<file path="src/rtl/bca_ram.sv">
module bca_ram #(
  parameter int WIDTH = 8,
  parameter int DEPTH = 16
) (
  input  logic                     clk,
  input  logic                     we,
  input  logic [$clog2(DEPTH)-1:0] waddr,
  input  logic [WIDTH-1:0]         wdata,
  input  logic [$clog2(DEPTH)-1:0] raddr,
  output logic [WIDTH-1:0]         rdata
);

  logic [WIDTH-1:0] mem [DEPTH];

  // Write port and registered read port
  always_ff @(posedge clk) begin
    if (we) begin
      mem[waddr] <= wdata;
    end
    rdata <= mem[raddr];
  end

endmodule

</file>
<file path="config.mk">
export PLATFORM = sky130hd
export DESIGN_NAME = bca_ram
export DESIGN_NICKNAME = d
export VERILOG_FILES = /design/src/rtl/bca_ram.sv
export SDC_FILE = /design/constraint.sdc
export NUM_CORES = 1
export LEC_CHECK = 0
export BUFFER_PORTS_ARGS = -buffer_cell sky130_fd_sc_hd__buf_2
export CAP_MARGIN = 10
export CORE_UTILIZATION = 39
export CTS_CLUSTER_DIAMETER = 60
export CTS_CLUSTER_SIZE = 20
export DETAILED_ROUTE_END_ITERATION = 6
export PLACE_DENSITY = 0.54
export REMOVE_ABC_BUFFERS = 1
export SLEW_MARGIN = 20
export SYNTH_ARGS = -nofsm -noshare
export SYNTH_HDL_FRONTEND = slang
export SYNTH_SLANG_ARGS = --single-unit
</file>
<file path="constraint.sdc">
create_clock -name clk -period 3.26 [get_ports clk]
set_input_delay 0.163 -clock clk [delete_from_list [all_inputs] [get_ports clk]]
set_output_delay 0.163 -clock clk [all_outputs]
set_load 0.02 [all_outputs]
</file>
==> flow_metrics.py <==
metrics = {
    "outcome": {
        "result_of_the_run": "complete, no violations",
    },
    "power": {
        "p_comb_share_pct": 4.4,
        "sequentialPowerShare_pct": 47.3,
        "clock_power_share_pct": 48.3,
        "switching_share_pct": 18.93,
        "netSwitchingPower_uw": 787.7,
        "max-vdd-ir-drop_uv": 315.4,
        "power-per-cell-area_nw_per_um2": 686.0,
        "internal-power_mw": 3.373,
        "power.leakage_nw": 2.029,
    },
    "clocking": {
        "clockBufferDepth": 2,
        "clkLatencyLatePin_ps": 410,
        "cts_num_sinks": 136,
        "cts.repair.resized": 0,
        "post-cts-setup-buffer-count": 0,
        "cts-htree-levels": 4,
        "clk_pin_slew_worst_paths_ps": 60,
        "cts_hold_buffers": 0,
        "numCtsBuffers": 17,
        "tritoncts": "yes",
        "clk_tree_root_cell": "sky130_fd_sc_hd__clkbuf_16",
    },
    "grt": {
        "grt_util_met2_pct": 25.44,
        "global_route_wire_length_before_repair_um": 15010,
        "initial_antenna_violation_count": 0,
        "grt_use_met1_pct": 22.77,
        "number_of_global_route_vias_before_repair": 2468,
        "top_usage_layer": "met2",
        "grt_start_max_net_pins": 33,
        "grt-ovfl-total": 0,
        "global_route.usage.total_pct": 16.60,
        "global_route.usage.met3_pct": 4.119,
    },
    "synthesis": {
        "synthesis.instances": 229,
        "ys_types": 19,
        "ys.warnings.count": 0,
        "average_size_of_a_mapped_cell_um2": 22.48,
        "synth_area_um2": 5147,
        "synth.yosys.seq_area_share_pct": 77.78,
        "synth-seq-cells": 136,
    },
    "timing": {
        "setup_viol": 0,
        "drv_slew": 0,
        "fin_worst_hold_slack_ps": 140.8,
        "fin_worst_skew_ps": 5.897,
        "worst-slew-pin-transition_ps": 934.6,
        "finalCriticalPeriod_ps": 1723,
        "hold_viol_final": 0,
        "totalNegativeSetupSlack_ps": 0,
        "final_period_util_pct": 52.85,
        "grt_setup_unrepaired": "no",
        "slew_headroom_pct": 37.46,
        "max_freq_ghz": 0.5804,
    },
    "final_layout": {
        "finish.net_count": 287,
        "final_cell_area_um2": 6065,
        "filler_cell_count": 1119,
        "multi_input_comb_area_um2": 1057,
        "layout.area.seq_um2": 4004,
        "antenna-diode-count": 0,
        "syn2layout_area_growth_pct": 17.82,
        "post_route_cells_drive_above_1_share_pct": 26.95,
    },
    "worst_setup_path": {
        "setup.worst_path.class": "input port to flop",
        "regToRegStartpoint": "mem[1][5]",
        "crit_path_start": "raddr[0]",
        "timing.critical_path.slowest_cell_delay_ps": 640,
        "start_kind": "input port",
        "crit_family": "buffers and inverters",
        "crit_chain": "buf_2 > buf_4 > mux4_1 > a22oi_1 > nand2_1",
        "worstPathMaxFanout": 24,
        "crit_arrival_ps": 2020,
        "required_time_at_the_endpoint_of_the_critical_path_ps": 3560,
        "critPathCaptureType": "flop",
        "critical_path_buf_inv_count": 2,
        "critical-path-slowest-cell": "sky130_fd_sc_hd__buf_2",
    },
    "floorplanning": {
        "die_w_um": 116.9,
        "dieArea_um2": 13660,
        "std_cell_rows": 41,
        "io_pins": 26,
        "floorplan.initialDensity_pct": 40.46,
        "die_height_um": 116.9,
        "core_area_um2": 12720,
    },
    "drt": {
        "drt_pass1_iterations": 4,
        "routed_wire_length_per_instance_um": 22.19,
        "detail-route-antenna-nets": 0,
        "route.detailed.vias_per_inst": 5.132,
        "drc_errors": 0,
        "drt-initial-drc-count": 198,
        "route.final.wire_length_um": 10080,
        "total_number_of_vias": 2330,
    },
    "placed_design": {
        "postPlaceCellArea_um2": 5446,
        "place.detailed.hpwl_um": 6000,
        "port-buffer-count": 25,
        "placer_congestion_estimate": 0.6747,
    },
    "flow_run": {
        "drv_cap": 0,
    },
    "hold_path": {
        "worstHoldPathType": "input port to flop",
        "min-delay-start": "wdata[1]",
    },
}
==> layout by cell type (no fill, tap or decap), types with 2 or more instances in the layout <==
master,netlist,layout
sky130_fd_sc_hd__clkinv_1,0,2
sky130_fd_sc_hd__nor2_1,13,13
sky130_fd_sc_hd__buf_4,1,6
sky130_fd_sc_hd__edfxtp_1,128,128
sky130_fd_sc_hd__nand2_1,9,9
sky130_fd_sc_hd__nand3b_1,2,2
sky130_fd_sc_hd__nand2b_1,2,2
sky130_fd_sc_hd__clkbuf_16,0,17
sky130_fd_sc_hd__dfxtp_1,8,8
sky130_fd_sc_hd__clkbuf_1,0,4
sky130_fd_sc_hd__nor3_1,4,4
sky130_fd_sc_hd__clkinv_2,0,4
sky130_fd_sc_hd__bufinv_16,0,5
sky130_fd_sc_hd__mux4_1,14,14
sky130_fd_sc_hd__mux4_2,18,18
sky130_fd_sc_hd__buf_2,3,25
sky130_fd_sc_hd__a22oi_1,16,16
==> worst register-to-register path, cell delays in order (launching register included) <==
cell	delay (ps)
sky130_fd_sc_hd__edfxtp_1	360
sky130_fd_sc_hd__mux4_1	520
sky130_fd_sc_hd__a22oi_1	350
sky130_fd_sc_hd__nand2_1	90
==> sequential cells by signal, summed over array words and instances (netlist names) <==
signal	cells
mem	128
rdata	8
==> power by group through the flow <==
stage	Clock [mW]	Sequential (mW)	Combinational (mW)
finish	2.01	1.97	0.184
global route	2.11	1.97	0.201
CTS	2.03	1.97	0.189
detailed placement	0	2.00	0.188
global placement	0	2.00	0.186
floorplan	0	2.01	0.0784
==> worst paths after layout <==
path                    end  slack [ps]  cells after the start
hold / removal    mem[4][1]         140                      1
setup / recovery   rdata[1]        1540                      5
setup reg to reg   rdata[5]        1840                      3
hold reg to reg    rdata[5]         660                      3
==> cell type report <==
type,count,share of cell area [%]
Sequential cell,136,66.02
Timing Repair Buffer,31,2.806
Multi-Input combinational cell,83,17.43
Clock inverter,11,2.930
Clock buffer,21,7.262
Tap cell,172,3.549
==> Yosys cell counts <==
cell | count | area (µm²)
sky130_fd_sc_hd__nor2b_1 | 1 | 6.260
sky130_fd_sc_hd__or3b_2 | 1 | 8.760
sky130_fd_sc_hd__nand3b_1 | 2 | 15.01
sky130_fd_sc_hd__edfxtp_1 | 128 | 3844
sky130_fd_sc_hd__buf_4 | 1 | 7.510
sky130_fd_sc_hd__mux4_2 | 18 | 405.4
sky130_fd_sc_hd__nand2_1 | 9 | 33.78
sky130_fd_sc_hd__buf_2 | 3 | 15.01
sky130_fd_sc_hd__and2b_1 | 1 | 7.510
sky130_fd_sc_hd__clkdlybuf4s25_2 | 3 | 30.03
sky130_fd_sc_hd__nand2b_1 | 2 | 12.51
sky130_fd_sc_hd__nand3_1 | 1 | 5.000
sky130_fd_sc_hd__nor2_1 | 13 | 48.80
sky130_fd_sc_hd__dfxtp_1 | 8 | 160.2
sky130_fd_sc_hd__nor3_1 | 4 | 20.02
sky130_fd_sc_hd__a22oi_1 | 16 | 120.1
sky130_fd_sc_hd__buf_6 | 3 | 33.78
sky130_fd_sc_hd__and2_1 | 1 | 6.260
sky130_fd_sc_hd__mux4_1 | 14 | 367.9
==> metal layers <==
metal	share of wire, %	wire (µm)
met4	1.4	140
met1	47	4740
met2	47	4759
met5	0	0
met3	4.3	435
==> kinds of logic after synthesis <==
logic type / Yosys count / share of synthesized area (%)
compound gates: 16 / 2.334
buf+inv: 10 / 1.677
simple gates: 35 / 3.184
mux: 32 / 15.02
flops: 136 / 77.78
==> per-stage QoR <==
step / utilization (%) / total power [mW] / worst slack (ps) / cells
2_1_floorplan: - / 2.092 / 1604 / 219
3_3_place_gp: 42.81 / 2.187 / 1078 / 422
3_5_place_dp: 42.81 / 2.191 / 1072 / 422
4_1_cts: 47.67 / 4.187 / 1504 / 454
5_1_grt: 47.67 / 4.276 / 1386 / 454
6_report: 47.67 / 4.160 / 1537 / 454
(Power assumes the default switching activity.)
